===== config.mk =====
export PLATFORM = sky130hd
export DESIGN_NAME = second_chance_page_replacement
export DESIGN_NICKNAME = d
export VERILOG_FILES = /design/src/rtl/scpr_pkg.sv /design/src/rtl/second_chance_page_replacement.sv
export SDC_FILE = /design/constraint.sdc
export NUM_CORES = 1
export LEC_CHECK = 0
export ABC_AREA = 0
export BUFFER_PORTS_ARGS = -buffer_cell sky130_fd_sc_hd__buf_2
export CELL_PAD_IN_SITES_DETAIL_PLACEMENT = 1
export CELL_PAD_IN_SITES_GLOBAL_PLACEMENT = 2
export CORE_MARGIN = 5
export CORE_UTILIZATION = 44
export CTS_CLUSTER_DIAMETER = 60
export CTS_CLUSTER_SIZE = 12
export DETAILED_ROUTE_END_ITERATION = 7
export PLACE_DENSITY_LB_ADDON = 0.12
export SYNTH_ARGS = -nofsm -noshare
export SYNTH_HDL_FRONTEND = slang
export SYNTH_SLANG_ARGS = --single-unit

===== constraint.sdc =====
create_clock -name clock -period 9.9 [get_ports clock]
set_input_delay 0 -clock clock [delete_from_list [all_inputs] [get_ports clock]]
set_output_delay 0 -clock clock [all_outputs]
set_load 0.02 [all_outputs]

===== src/rtl/scpr_pkg.sv =====
`timescale 1ns / 1ps

package scpr_pkg;

   // Fixed port widths of the block
   localparam int CFG_W       = 5;
   localparam int PAGE_OUT_W  = 16;
   localparam int FRAME_OUT_W = 4;
   localparam int COUNT_W     = 32;
   localparam int CSR_DATA_W  = 32;
   localparam int CSR_ADDR_W  = 2;

   // Register map (byte addresses)
   localparam logic [CSR_ADDR_W-1:0] CSR_FRAMES_ADDR = 2'd0;

   // Reset value of frames_in_use
   localparam logic [CFG_W-1:0] FRAMES_RESET = 5'd4;

   // Engine state, one-hot
   typedef enum logic [4:0] {
      ST_IDLE  = 5'b00001,
      ST_LOOK  = 5'b00010,
      ST_SWEEP = 5'b00100,
      ST_EVRD  = 5'b01000,
      ST_DONE  = 5'b10000
   } state_type;

endpackage


===== src/rtl/second_chance_page_replacement.sv =====
`timescale 1ns / 1ps

// Second-chance (clock) page replacement engine.
//
// Request channel (req_*): one page reference per transaction. The block takes
// one reference at a time; req_stall stays high from acceptance until the
// engine has handed its result to the output register.
// Response channel (rsp_*): exactly one result per reference: hit or fault,
// the frame holding the page, the evicted page if any, and saturating hit and
// fault totals. A result waits in the output register while rsp_stall is high,
// and the engine may work on the next reference meanwhile.
// CSR port (csr_*): APB-style, frames_in_use at byte address 0. Write only
// while the block is idle.
// Lookup: page numbers live in a synchronous memory with one write port and
// one registered read port, so the lookup reads one frame per cycle. A hit
// ends the lookup at the matching frame; a fault scans every active frame and
// takes a free frame if one is left, else the hand sweeps for a victim. The
// next reference can be taken in the cycle after the handover.
// Reset: synchronous. Clears valid and reference bits, hand, fill count,
// totals and frames_in_use (back to 4) at once; no clearing pass is needed.
// When the receiver stalls, the result holds in the output register; a second
// finished result waits in the engine until the first is taken.
module second_chance_page_replacement #(
   parameter int MAX_FRAMES = 16,
   parameter int PAGE_BITS  = 16
) (
   input  logic                                  clock,
   input  logic                                  reset,
   // request channel
   input  logic                                  req_valid,
   output logic                                  req_stall,
   input  logic [scpr_pkg::PAGE_OUT_W-1:0]       req_page_number,
   // response channel
   output logic                                  rsp_valid,
   input  logic                                  rsp_stall,
   output logic                                  rsp_hit,
   output logic [scpr_pkg::FRAME_OUT_W-1:0]      rsp_frame_index,
   output logic                                  rsp_evicted_valid,
   output logic [scpr_pkg::PAGE_OUT_W-1:0]       rsp_evicted_page,
   output logic [scpr_pkg::COUNT_W-1:0]          rsp_hit_total,
   output logic [scpr_pkg::COUNT_W-1:0]          rsp_fault_total,
   // configuration port
   input  logic                                  csr_psel,
   input  logic                                  csr_penable,
   input  logic                                  csr_pwrite,
   input  logic [scpr_pkg::CSR_ADDR_W-1:0]       csr_paddr,
   input  logic [scpr_pkg::CSR_DATA_W-1:0]       csr_pwdata,
   output logic [scpr_pkg::CSR_DATA_W-1:0]       csr_prdata,
   output logic                                  csr_pready
);

   localparam int IW = $clog2(MAX_FRAMES);       // frame index width
   localparam int CW = $clog2(MAX_FRAMES + 1);   // frame count width

   // Advance a frame index around the active ring
   function automatic logic [IW-1:0] wrap_inc(input logic [IW-1:0] h,
                                              input logic [CW-1:0] c);
      logic [CW:0] s;
      s = (CW + 1)'(h) + (CW + 1)'(1);
      return (s < (CW + 1)'(c)) ? IW'(s) : '0;
   endfunction

   // ---------------------------------------------------------------------
   // Registers
   // ---------------------------------------------------------------------
   scpr_pkg::state_type               state_ff, state_in;
   logic [scpr_pkg::CFG_W-1:0]        cfg_frames_ff, cfg_frames_in;
   logic [PAGE_BITS-1:0]              page_ff, page_in;
   logic [CW-1:0]                     cap_ff, cap_in;
   logic [IW-1:0]                     addr_ff, addr_in;
   logic [IW-1:0]                     sweep_ff, sweep_in;
   logic [IW-1:0]                     hand_ff, hand_in;
   logic [CW-1:0]                     filled_ff, filled_in;
   logic [MAX_FRAMES-1:0]             valid_ff, valid_in;
   logic [MAX_FRAMES-1:0]             refb_ff, refb_in;
   logic [scpr_pkg::COUNT_W-1:0]      hit_cnt_ff, hit_cnt_in;
   logic [scpr_pkg::COUNT_W-1:0]      flt_cnt_ff, flt_cnt_in;

   // result being built by the engine
   logic                              res_hit_ff, res_hit_in;
   logic [IW-1:0]                     res_frame_ff, res_frame_in;
   logic                              res_evv_ff, res_evv_in;
   logic [PAGE_BITS-1:0]              res_evp_ff, res_evp_in;

   // output register
   logic                              rsp_valid_ff, rsp_valid_in;
   logic                              rsp_hit_ff;
   logic [scpr_pkg::FRAME_OUT_W-1:0]  rsp_frame_ff;
   logic                              rsp_evv_ff;
   logic [scpr_pkg::PAGE_OUT_W-1:0]   rsp_evp_ff;
   logic [scpr_pkg::COUNT_W-1:0]      rsp_hit_tot_ff;
   logic [scpr_pkg::COUNT_W-1:0]      rsp_flt_tot_ff;

   // page memory
   logic [PAGE_BITS-1:0]              page_mem [MAX_FRAMES];
   logic [PAGE_BITS-1:0]              rd_data_ff;
   logic [IW-1:0]                     rd_addr;
   logic                              mem_we;

   logic [CW-1:0]                     active_cap;
   logic                              req_take;
   logic                              finish;
   logic                              match;
   logic                              last_frame;
   logic                              csr_write;

   // ---------------------------------------------------------------------
   // CSR port
   // ---------------------------------------------------------------------
   assign csr_pready = 1'b1;
   assign csr_write  = csr_psel && csr_penable && csr_pwrite &&
                       (csr_paddr == scpr_pkg::CSR_FRAMES_ADDR);

   always_comb begin
      cfg_frames_in = cfg_frames_ff;
      if (csr_write) begin
         cfg_frames_in = csr_pwdata[scpr_pkg::CFG_W-1:0];
      end
   end

   always_comb begin
      csr_prdata = '0;
      if (csr_paddr == scpr_pkg::CSR_FRAMES_ADDR) begin
         csr_prdata = scpr_pkg::CSR_DATA_W'(cfg_frames_ff);
      end
   end

   // Clamp frames_in_use into 1..MAX_FRAMES
   always_comb begin
      if (cfg_frames_ff == '0) begin
         active_cap = CW'(1);
      end else if (32'(cfg_frames_ff) > 32'(MAX_FRAMES)) begin
         active_cap = CW'(MAX_FRAMES);
      end else begin
         active_cap = CW'(cfg_frames_ff);
      end
   end

   // ---------------------------------------------------------------------
   // Handshakes
   // ---------------------------------------------------------------------
   assign req_stall = (state_ff != scpr_pkg::ST_IDLE);
   assign req_take  = req_valid && !req_stall;

   // Hand the result over when the output register is empty or draining
   assign finish = (state_ff == scpr_pkg::ST_DONE) && (!rsp_valid_ff || !rsp_stall);

   // Data in rd_data_ff belongs to frame addr_ff during lookup
   assign match      = valid_ff[addr_ff] && (rd_data_ff == page_ff);
   assign last_frame = ((CW + 1)'(addr_ff) + (CW + 1)'(1)) == (CW + 1)'(cap_ff);

   // ---------------------------------------------------------------------
   // Engine
   // ---------------------------------------------------------------------
   always_comb begin
      state_in     = state_ff;
      page_in      = page_ff;
      cap_in       = cap_ff;
      addr_in      = addr_ff;
      sweep_in     = sweep_ff;
      hand_in      = hand_ff;
      filled_in    = filled_ff;
      valid_in     = valid_ff;
      refb_in      = refb_ff;
      hit_cnt_in   = hit_cnt_ff;
      flt_cnt_in   = flt_cnt_ff;
      res_hit_in   = res_hit_ff;
      res_frame_in = res_frame_ff;
      res_evv_in   = res_evv_ff;
      res_evp_in   = res_evp_ff;
      rd_addr      = '0;
      mem_we       = 1'b0;

      case (state_ff)
         scpr_pkg::ST_IDLE: begin
            // Issue the read of frame 0 with the acceptance edge
            rd_addr = '0;
            if (req_take) begin
               page_in  = PAGE_BITS'(req_page_number);
               cap_in   = active_cap;
               addr_in  = '0;
               state_in = scpr_pkg::ST_LOOK;
            end
         end

         scpr_pkg::ST_LOOK: begin
            rd_addr = addr_ff + IW'(1);
            if (match) begin
               res_hit_in   = 1'b1;
               res_frame_in = addr_ff;
               res_evv_in   = 1'b0;
               res_evp_in   = '0;
               state_in     = scpr_pkg::ST_DONE;
            end else if (last_frame) begin
               res_hit_in = 1'b0;
               res_evv_in = 1'b0;
               res_evp_in = '0;
               if (filled_ff < cap_ff) begin
                  // free frame left: fill in order
                  res_frame_in = IW'(filled_ff);
                  filled_in    = filled_ff + CW'(1);
                  state_in     = scpr_pkg::ST_DONE;
               end else begin
                  // restart the hand if the ring shrank under it
                  sweep_in = (CW'(hand_ff) < cap_ff) ? hand_ff : '0;
                  state_in = scpr_pkg::ST_SWEEP;
               end
            end else begin
               addr_in = addr_ff + IW'(1);
            end
         end

         scpr_pkg::ST_SWEEP: begin
            // Keep reading the frame under the hand for the victim's page
            rd_addr = sweep_ff;
            if (refb_ff[sweep_ff]) begin
               refb_in[sweep_ff] = 1'b0;
               sweep_in          = wrap_inc(sweep_ff, cap_ff);
            end else begin
               state_in = scpr_pkg::ST_EVRD;
            end
         end

         scpr_pkg::ST_EVRD: begin
            rd_addr      = sweep_ff;
            res_frame_in = sweep_ff;
            res_evv_in   = valid_ff[sweep_ff];
            res_evp_in   = valid_ff[sweep_ff] ? rd_data_ff : '0;
            hand_in      = wrap_inc(sweep_ff, cap_ff);
            state_in     = scpr_pkg::ST_DONE;
         end

         scpr_pkg::ST_DONE: begin
            if (finish) begin
               state_in = scpr_pkg::ST_IDLE;
               if (res_hit_ff) begin
                  refb_in[res_frame_ff] = 1'b1;
                  hit_cnt_in = (hit_cnt_ff == '1) ? hit_cnt_ff
                                                  : hit_cnt_ff + scpr_pkg::COUNT_W'(1);
               end else begin
                  refb_in[res_frame_ff]  = 1'b0;
                  valid_in[res_frame_ff] = 1'b1;
                  mem_we                 = 1'b1;
                  flt_cnt_in = (flt_cnt_ff == '1) ? flt_cnt_ff
                                                  : flt_cnt_ff + scpr_pkg::COUNT_W'(1);
               end
            end
         end

         default: begin
            state_in = scpr_pkg::ST_IDLE;
         end
      endcase
   end

   // Output register: hold while stalled, load on finish
   always_comb begin
      rsp_valid_in = rsp_valid_ff && rsp_stall;
      if (finish) begin
         rsp_valid_in = 1'b1;
      end
   end

   // ---------------------------------------------------------------------
   // Control state
   // ---------------------------------------------------------------------
   always_ff @(posedge clock) begin
      if (reset) begin
         state_ff      <= scpr_pkg::ST_IDLE;
         cfg_frames_ff <= scpr_pkg::FRAMES_RESET;
         hand_ff       <= '0;
         filled_ff     <= '0;
         valid_ff      <= '0;
         refb_ff       <= '0;
         hit_cnt_ff    <= '0;
         flt_cnt_ff    <= '0;
         rsp_valid_ff  <= 1'b0;
      end else begin
         state_ff      <= state_in;
         cfg_frames_ff <= cfg_frames_in;
         hand_ff       <= hand_in;
         filled_ff     <= filled_in;
         valid_ff      <= valid_in;
         refb_ff       <= refb_in;
         hit_cnt_ff    <= hit_cnt_in;
         flt_cnt_ff    <= flt_cnt_in;
         rsp_valid_ff  <= rsp_valid_in;
      end
   end

   // Payload registers
   always_ff @(posedge clock) begin
      page_ff      <= page_in;
      cap_ff       <= cap_in;
      addr_ff      <= addr_in;
      sweep_ff     <= sweep_in;
      res_hit_ff   <= res_hit_in;
      res_frame_ff <= res_frame_in;
      res_evv_ff   <= res_evv_in;
      res_evp_ff   <= res_evp_in;
      if (finish) begin
         rsp_hit_ff     <= res_hit_ff;
         rsp_frame_ff   <= scpr_pkg::FRAME_OUT_W'(res_frame_ff);
         rsp_evv_ff     <= res_evv_ff;
         rsp_evp_ff     <= scpr_pkg::PAGE_OUT_W'(res_evp_ff);
         rsp_hit_tot_ff <= hit_cnt_in;
         rsp_flt_tot_ff <= flt_cnt_in;
      end
   end

   // Page memory: one write port, one registered read port
   always_ff @(posedge clock) begin
      if (mem_we) begin
         page_mem[res_frame_ff] <= page_ff;
      end
      rd_data_ff <= page_mem[rd_addr];
   end

   assign rsp_valid         = rsp_valid_ff;
   assign rsp_hit           = rsp_hit_ff;
   assign rsp_frame_index   = rsp_frame_ff;
   assign rsp_evicted_valid = rsp_evv_ff;
   assign rsp_evicted_page  = rsp_evp_ff;
   assign rsp_hit_total     = rsp_hit_tot_ff;
   assign rsp_fault_total   = rsp_flt_tot_ff;

endmodule


* Word-level counts from Yosys, hierarchy flattened *
Memory sizes are Yosys's and may differ from the RTL's. A register that Yosys moved wholly into a read port is not among the register bits.
Index checks and enable logic that the tools add are counted.

storage, ports and cells
  bits in registers = 253
  RAM bits = 256
  output and inout bits = 121
  word-level logic and storage cells = 160
  memories kept = 1

cells by class
  add/subtract/negate cells = 6
  $lt $le $gt $ge = 9
  equal/unequal tests = 20
  multiplexer cells = 60
  bitwise gates (word level) = 8
  reduce and logical (&&, ||, !) cells = 32

memory list
  name      depth  width  rd ports  clocked after memory_dff  write ports  RTL line                              source
  page_mem  16     16     1         1                         1            second_chance_page_replacement.sv:95  logic [PAGE_BITS-1:0] page_mem [MAX_FRAMES];

operators with widths
  kind                                                                   number
  32-bit two-way mux                                                     8
  16-bit two-way mux                                                     6
  32-bit by 1-bit adder with 32-bit output (second input constant)       2
  32-bit equality test (second input constant)                           2
  16-bit one-hot mux with 2 select lines                                 2
  4-bit two-way mux                                                      12
  5-bit two-way mux                                                      8
  16-bit AND                                                             2
  16-bit NOT                                                             2
  16-bit OR                                                              2
  4-bit one-hot mux with 2 select lines                                  4
  5-bit one-hot mux with 5 select lines                                  1
  16-bit equality test                                                   1
  2-bit inequality test (second input constant)                          8
  4-bit by 5-bit < comparator with 1-bit output (second input constant)  3
  1-bit two-way mux                                                      13
  1-bit binary-select mux with 4-bit select                              3
  4-bit AND reduction                                                    3
  4-bit by 1-bit adder with 5-bit output (second input constant)         2
  5-bit < comparator                                                     2
  2-bit nonzero test                                                     5
  1-bit logical AND                                                      9
  3-bit AND reduction                                                    3
  1-bit demux with 4-bit select                                          2
  22 further kinds                                                       30

* Longest topological paths before layout *
Gate-level depths: netlist of run 1.

  depth in word-level cells = 9
  depth in mapped cells = 12
  gate-level depth less buffers = 9

* Worst setup path before layout of run 1 *
No wires, ideal clock.

  path kind = reg2reg
  from = register state_ff[1]
  to = register rsp_evp_ff, in the netlist rsp_evicted_page[0] (enable)
  setup time = 0.440 ns
  arrival = 2.718 ns
  slack = 6.742 ns
  stages on the path, launching flop included = 7
  clock period less this slack = 3.158 ns
  path through = dfxtp_1 buf_2 nor3_2 and2_1 buf_2 nand2_1 inv_1

on the way
  word-level cells in the longest chain between the ends = 2

RTL lines
  what                    RTL line                               source
  from (decl)             second_chance_page_replacement.sv:66   scpr_pkg::state_type state_ff, state_in;
  from (signal assigned)  second_chance_page_replacement.sv:269  state_ff <= scpr_pkg::ST_IDLE;
  from (signal assigned)  second_chance_page_replacement.sv:279  state_ff <= state_in;
  5-bit equality test     second_chance_page_replacement.sv:146  assign finish = (state_ff == scpr_pkg::ST_DONE) && (!rsp_valid_ff || !rsp_stall);
  1-bit logical AND       second_chance_page_replacement.sv:146
  to (signal assigned)    second_chance_page_replacement.sv:305  rsp_evp_ff <= scpr_pkg::PAGE_OUT_W'(res_evp_ff);
  to (decl)               second_chance_page_replacement.sv:90   logic [scpr_pkg::PAGE_OUT_W-1:0] rsp_evp_ff;

No other way between the ends.
A chain may end at the register's enable or synchronous reset.

* Worst setup path in the final report of run 1 *
  from = register page_ff[6]
  to = register res_evp_ff[15] (enable)

on the way
  word-level cells in the longest chain between the ends = 4

RTL lines
  what                             RTL line                               source
  from (decl)                      second_chance_page_replacement.sv:68   logic [PAGE_BITS-1:0] page_ff, page_in;
  from (signal assigned)           second_chance_page_replacement.sv:293  page_ff <= page_in;
  16-bit equality test             second_chance_page_replacement.sv:149  assign match = valid_ff[addr_ff] && (rd_data_ff == page_ff);
  1-bit logical AND                second_chance_page_replacement.sv:149
  3-bit inequality test (no line)  n/a
  2-bit AND reduction (no line)    n/a
  to (signal assigned)             second_chance_page_replacement.sv:300  res_evp_ff <= res_evp_in;
  to (decl)                        second_chance_page_replacement.sv:83   logic [PAGE_BITS-1:0] res_evp_ff, res_evp_in;

No other way between the ends.

==> flow_metrics.py, run 1 <==
metrics = {
    "timing": {
        "worst_pin_slew_ns": 1.08,
        "setup_viol": 0,
        "clock_skew_ns": 0.0208,
        "period_minus_slack_ns": 3.81,
        "relSlewSlack_pct": 27.8,
        "timing_hold_violations_final": 0,
        "tns_ns": 0,
        "min_period_over_period_pct": 38.5,
        "drv_slew": 0,
        "fmax_ghz": 0.262,
        "rsz0062_at_grt": "no",
        "whs_ns": 0.0965,
    },
    "route": {
        "drc": 0,
        "postRouteAntennaNets": 0,
        "routed_wl_um": 62900,
        "drt_iter0_drc": 968,
        "wl_per_cell_um": 23.2,
        "via_count": 15400,
        "via_per_inst": 5.69,
        "drt-pass1-iter-count": 5,
    },
    "final_layout": {
        "area_growth_pct": 13.8,
        "nets": 2066,
        "multi_input_area_um2": 7470,
        "drive_gt1_share_pct": 14.4,
        "register_area_um2": 14400,
        "design_area_um2": 25600,
        "fillers": 5338,
    },
    "logic_synthesis": {
        "postSynthAreaPerCell_um2": 12.1,
        "yosysSeqAreaShare_pct": 64.1,
        "async_flop_share_pct": 0,
        "ys.flop_type": "edfxtp_1",
        "ys_ff_latch": 525,
        "ys_types": 82,
        "syn_inst": 1867,
        "synth_edf_count": 393,
        "synth_area_um2": 22500,
        "synth-warning-count": 0,
    },
    "placement": {
        "dpl_cell_area_um2": 23700,
        "io_buffers": 122,
        "globalplace.congestion": 0.786,
        "dp_hpwl_um": 38100,
    },
    "worst_hold_path": {
        "hp-class": "in2reg",
    },
    "power_and_ir_drop": {
        "p_sw_w": 0.00115,
        "leakage_nw": 9.41,
        "p_clk_share_pct": 39.8,
        "internal_power_w": 0.00358,
        "p_per_area_nw_per_um2": 185,
        "p_seq_share_pct": 53.4,
        "combPwrFrac_pct": 6.8,
        "peakVddDrop_v": 0.000125,
        "switching_share_pct": 24.3,
    },
    "die": {
        "fp-row-count": 83,
        "ios": 178,
        "die_area_um2": 55800,
        "die_width_um": 236,
        "start_util_pct": 44.2,
        "core-area_um2": 51000,
        "dieHeight_um": 236,
    },
    "clock_network": {
        "clockRootBuffer": "clkbuf_16",
        "cts_buffer_depth": 3,
        "tritoncts": "done",
        "cts_buffers": 53,
        "path_clk_slew_ns": 0.06,
        "insertion_delay_ns": 0.61,
        "htreeDepth": 2,
        "cts_setup_buffers": 0,
        "cts_num_sinks": 525,
    },
    "worst_setup_path": {
        "setup.worst_path.class": "reg2reg",
        "endpoint_kind": "register",
        "required_ns": 10.12,
        "critPathArrivalTime_ns": 4.03,
        "cp-start-kind": "register",
        "crit_fanout": 17,
    },
    "grt": {
        "antenna_found_initial": 2,
        "grt_max_degree": 81,
        "grt_pass1_vias": 15900,
        "grtUsageTotal_pct": 21.9,
        "grt_pass1_wl_um": 95900,
        "overflow": 0,
    },
    "flow_run": {
        "maxCapViolations": 0,
    },
    "status": {
        "status": "finished, final reports clean",
    },
}
[cell usage after synthesis (5+ instances only)]
cell type,count,area [µm²]
edfxtp_1,393,11800
nand3_1,287,1440
dfxtp_1,132,2640
o21ai_0,132,661
nand2_1,108,405
nor2_1,99,372
clkbuf_1,91,342
and2_1,82,513
xor2_1,56,490
nand4_1,52,325
a21oi_1,40,200
buf_4,32,240
inv_1,31,116
mux2i_1,28,280
xnor2_1,23,201
ha_1,21,263
nor3_1,20,100
nor2b_1,19,119
and3_1,16,100
nor4_1,16,100
a211oi_1,14,105
a211oi_2,13,163
and4_1,12,105
o31ai_1,12,90.1
mux2_2,11,124
buf_2,10,50.1
mux4_2,8,180
a31oi_1,5,31.3
o32ai_1,5,43.8
[worst max-delay path, stage by stage, from the launching register on]
cell	delay [ns]
edfxtp_1	0.62
xor2_1	0.27
nor4_1	0.65
nand4_1	0.42
o311a_2	0.58
a21oi_2	0.84
[final cells by class]
class,count,area share [%]
timing repair buffer,182,4.44
sequential,525,56.4
clock buffer,89,5.83
multi-input combinational,1194,29.2
clock inverter,10,0.391
tap,680,3.32
antenna,1,0.00977
inverter,32,0.474
[layout by cell type, fill, tap and decap left out, types with 21 or more instances in the layout]
cell             n
clkbuf_16       54
xnor2_1         23
conb_1          28
dfxtp_1        132
a21oi_1         39
nor2_1          82
buf_2          122
mux2i_1         28
and2_1          82
inv_1           30
ha_1            21
nand3_1        286
nand2_1        107
edfxtp_1       393
xor2_1          56
clkbuf_1        34
buf_4           29
nand4_1         52
dlygate4sd3_1   31
o21ai_0        132
[per-stage QoR]
stage	power (W)	instances	utilization [%]	setup WS [ns]
finish	0.00473	2713	50.2	6.09
global route	0.00490	2712	50.2	5.99
CTS	0.00478	2712	50.2	6.12
detailed placement	0.00288	2582	46.5	6.13
global placement	0.00288	2582	46.5	6.15
floorplan	0.00276	1893	-	6.74
[per-layer routing]
layer / GRT usage (%) / wire, µm / up-vias
met3: 3.22 / 3010 / 109
met5: 0 / 0 / -
met4: 6.58 / 1740 / 0
met2: 38.0 / 31100 / 364
met1: 28.7 / 27000 / 7830
li1: - / - / 7135
[registers in the layout, summed over array words and instances, names as in the netlist, 5 cells and up, named ones only]
register          count
filled_ff             5
res_evp_ff           16
rsp_hit_total        32
cap_ff                5
state_ff              5
rd_data_ff           16
hit_cnt_ff           32
flt_cnt_ff           32
page_ff              16
rsp_evicted_page     16
rsp_fault_total      32
valid_ff             16
cfg_frames_ff         5
page_mem            256
[path summary, 6_finish.rpt]
| kind | start | endpoint | slack (ns) | cells past startpoint |
|---|---|---|---|---|
| worst min-delay path | req_page_number[1] | page_ff[1] | 0.1 | 2 |
| worst min register to register | res_evp_ff[9] | rsp_evicted_page[9] | 0.42 | 0 |
| worst max-delay path | page_ff[6] | res_evp_ff[15] | 6.09 | 5 |
| worst max register to register | page_ff[6] | res_evp_ff[15] | 6.09 | 5 |
[cell families (layout without fill, tap and decap cells)]
| kind of cell | Yosys count | after routing | synth area share, % |
|---|---|---|---|
| muxes | 51 | 51 | 2.99 |
| xor gates and xnor gates | 80 | 80 | 3.18 |
| AOI/OAI and AO/OA | 265 | 265 | 7.50 |
| and+or+nand+nor | 749 | 749 | 17.3 |
| DFF | 525 | 525 | 64.1 |
| adders and majority gates | 21 | 21 | 1.17 |
| buffers and inverters | 174 | 313 | 3.66 |
| other | 2 | 29 | 0.0334 |
[power groups by stage]
| stage | Sequential, W | Combinational (W) | Clock (W) |
|---|---|---|---|
| floorplan | 0.00252 | 0.000235 | 0 |
| global placement | 0.00257 | 0.000307 | 0 |
| detailed placement | 0.00257 | 0.000312 | 0 |
| CTS | 0.00253 | 0.000323 | 0.00193 |
| global route | 0.00253 | 0.000350 | 0.00202 |
| finish | 0.00253 | 0.000321 | 0.00188 |
[repair_timing]
action,in CTS,in global routing
gates resized for setup,0,0
hold endpoints to repair,30,0
hold buffers,31,0
(Power assumes the default switching activity.)
==> run 2, diff against run 1 <==
--- a/config.mk
+++ b/config.mk
@@ -10,7 +10,7 @@
 export CELL_PAD_IN_SITES_DETAIL_PLACEMENT = 1
 export CELL_PAD_IN_SITES_GLOBAL_PLACEMENT = 2
 export CORE_MARGIN = 5
-export CORE_UTILIZATION = 44
+export CORE_UTILIZATION = 37
 export CTS_CLUSTER_DIAMETER = 60
 export CTS_CLUSTER_SIZE = 12
 export DETAILED_ROUTE_END_ITERATION = 7
==> constraint.sdc (replaced) <==
create_clock -name clock -period 3.19 [get_ports clock]
set_input_delay 0 -clock clock [delete_from_list [all_inputs] [get_ports clock]]
set_output_delay 0 -clock clock [all_outputs]
set_load 0.02 [all_outputs]
==> run 2 against run 1 <==
Effect of this change: routed wire length increased by 7.8%; via count increased by 0.97%; count of clock-buffer cells in the layout decreased by 1; design area increased by 2.3%; first-iteration DRC count increased by 8.3%; critical path depth increased by 1; register-to-register slack got worse by 5.9 ns; total power increased to 3.1 times the previous value; sequential power increased to 3.1 times the previous value; worst hold slack got worse by 0.0033 ns; clock power increased to 3.1 times the previous value; critical endpoint is now addr_ff[3]; non-clock buffer count increased by 46.
==> flow_metrics.py, run 2 (synthesis gave the netlist of run 1 again) <==
metrics = {
    "worst_setup_path": {
        "cp_cell_sequence": "mux4_2 -> and2_4 -> a211oi_2 -> or3_1 -> a21oi_1 -> a211oi_1",
        "crit_family": "compound AO/OA/AOI/OAI gates",
        "cp-start-kind": "register",
        "critPathArrivalTime_ns": 3.19,
        "max_stage_delay_ns": 0.61,
        "critPathBufInv": 0,
        "required_ns": 3.42,
        "cp_slowest_cell": "a211oi_1",
        "setup.worst_path.class": "reg2reg",
        "crit_fanout": 8,
        "endpoint_kind": "register",
    },
    "clock_network": {
        "htreeDepth": 2,
        "insertion_delay_ns": 0.62,
        "cts_buffer_depth": 3,
        "cts_buffers": 53,
        "clockRootBuffer": "clkbuf_16",
        "ctsResizeCount": 0,
        "cts_num_sinks": 525,
        "tritoncts": "done",
        "path_clk_slew_ns": 0.06,
    },
    "grt": {
        "grtUsageTotal_pct": 19.9,
        "grt_pass1_vias": 15900,
        "antenna_found_initial": 3,
        "overflow": 0,
        "grt_pass1_wl_um": 101000,
        "grt_max_degree": 121,
    },
    "timing": {
        "period_minus_slack_ns": 2.96,
        "timing_hold_violations_final": 0,
        "fmax_ghz": 0.337,
        "setup_ws_ns": 0.226,
        "setup_viol": 0,
        "clock_skew_ns": 0.0273,
        "worst_pin_slew_ns": 0.934,
        "drv_slew": 0,
        "tns_ns": 0,
        "min_period_over_period_pct": 92.9,
        "rsz0062_at_grt": "no",
        "relSlewSlack_pct": 37.8,
    },
    "final_layout": {
        "nets": 2112,
        "largest_reg_flops": 256,
        "fillers": 6414,
        "final_util_pct": 43.4,
        "final_common_cell": "edfxtp_1",
        "design_area_um2": 26200,
        "area_growth_pct": 16.4,
        "drive_gt1_share_pct": 16.2,
        "antenna_cells": 0,
        "final_cell_mix": "edfxtp_1 (393), nand3_1 (286), o21ai_0 (132), dfxtp_1 (132), buf_2 (122)",
        "top_register": "page_mem",
    },
    "route": {
        "routed_wl_um": 67800,
        "drt-pass1-iter-count": 5,
        "via_count": 15600,
        "drc": 0,
        "postRouteAntennaNets": 0,
        "via_per_inst": 5.45,
        "drt_iter0_drc": 1048,
        "wl_per_cell_um": 23.7,
    },
    "power_and_ir_drop": {
        "leakage_nw": 9.67,
        "p_per_area_nw_per_um2": 566,
        "peakVddDrop_v": 0.000357,
    },
    "placement": {
        "globalplace.congestion": 0.778,
        "io_buffers": 122,
        "dp_hpwl_um": 41500,
        "dpl_cell_area_um2": 24300,
        "place_ws_ns": 0.248,
    },
    "die": {
        "die_width_um": 257,
        "die_area_um2": 65900,
        "fp-row-count": 90,
        "start_util_pct": 37.3,
        "core-area_um2": 60400,
        "ios": 178,
        "dieHeight_um": 257,
    },
    "worst_hold_path": {
        "hp-class": "in2reg",
    },
    "status": {
        "status": "finished, final reports clean",
    },
    "flow_run": {
        "maxCapViolations": 0,
    },
}
[run 2: layer usage]
layer  vias to the layer above  wire, µm  GRT usage (%)
met5                         -         0              0
met4                         0      1180           4.01
met3                        76      3030           3.04
met2                       335     33200           33.8
met1                      7969     30400           27.2
li1                       7207         -              -
[run 2: layout make-up]
class | instances | area [µm²] | area share [%]
inverter | 32 | 121 | 0.463
timing repair buffer | 228 | 1610 | 6.14
sequential | 525 | 14400 | 55.1
tap | 782 | 978 | 3.73
clock inverter | 10 | 95.1 | 0.363
multi-input combinational | 1194 | 7450 | 28.4
clock buffer | 88 | 1510 | 5.76
[run 2: where the power goes]
part | switching (W) | leakage, nW | total (W) | internal [W]
sequential | 0.000214 | 4.77 | 0.00777 | 0.00755
combinational | 0.000780 | 4.14 | 0.00118 | 0.000405
clock | 0.00265 | 0.767 | 0.00589 | 0.00324
total | 0.00364 | 9.67 | 0.0148 | 0.0112
[run 2: final timing paths]
kind	from	endpoint	slack, ns	depth (start not counted)
worst min register to register	res_evp_ff[5]	rsp_evicted_page[5]	0.43	0
worst min-delay path	req_page_number[3]	page_ff[3]	0.09	2
worst max register to register	addr_ff[0]	addr_ff[3]	0.23	6
worst max-delay path	addr_ff[0]	addr_ff[3]	0.23	6
[run 2: per-stage QoR]
stage	instances	hold WS (ns)	total power (W)
finish	2859	0.0933	0.0148
global route	2859	0.0721	0.0154
CTS	2856	0.0577	0.0150
detailed placement	2727	0.179	0.00907
global placement	2727	0.178	0.00904
floorplan	1893	0.0795	0.00856
[run 2: timing repair]
item,in CTS,in global routing
buffers inserted,0,3
endpoints found under the setup margin,0,1
hold buffers,31,0
endpoints found under the hold margin,30,0
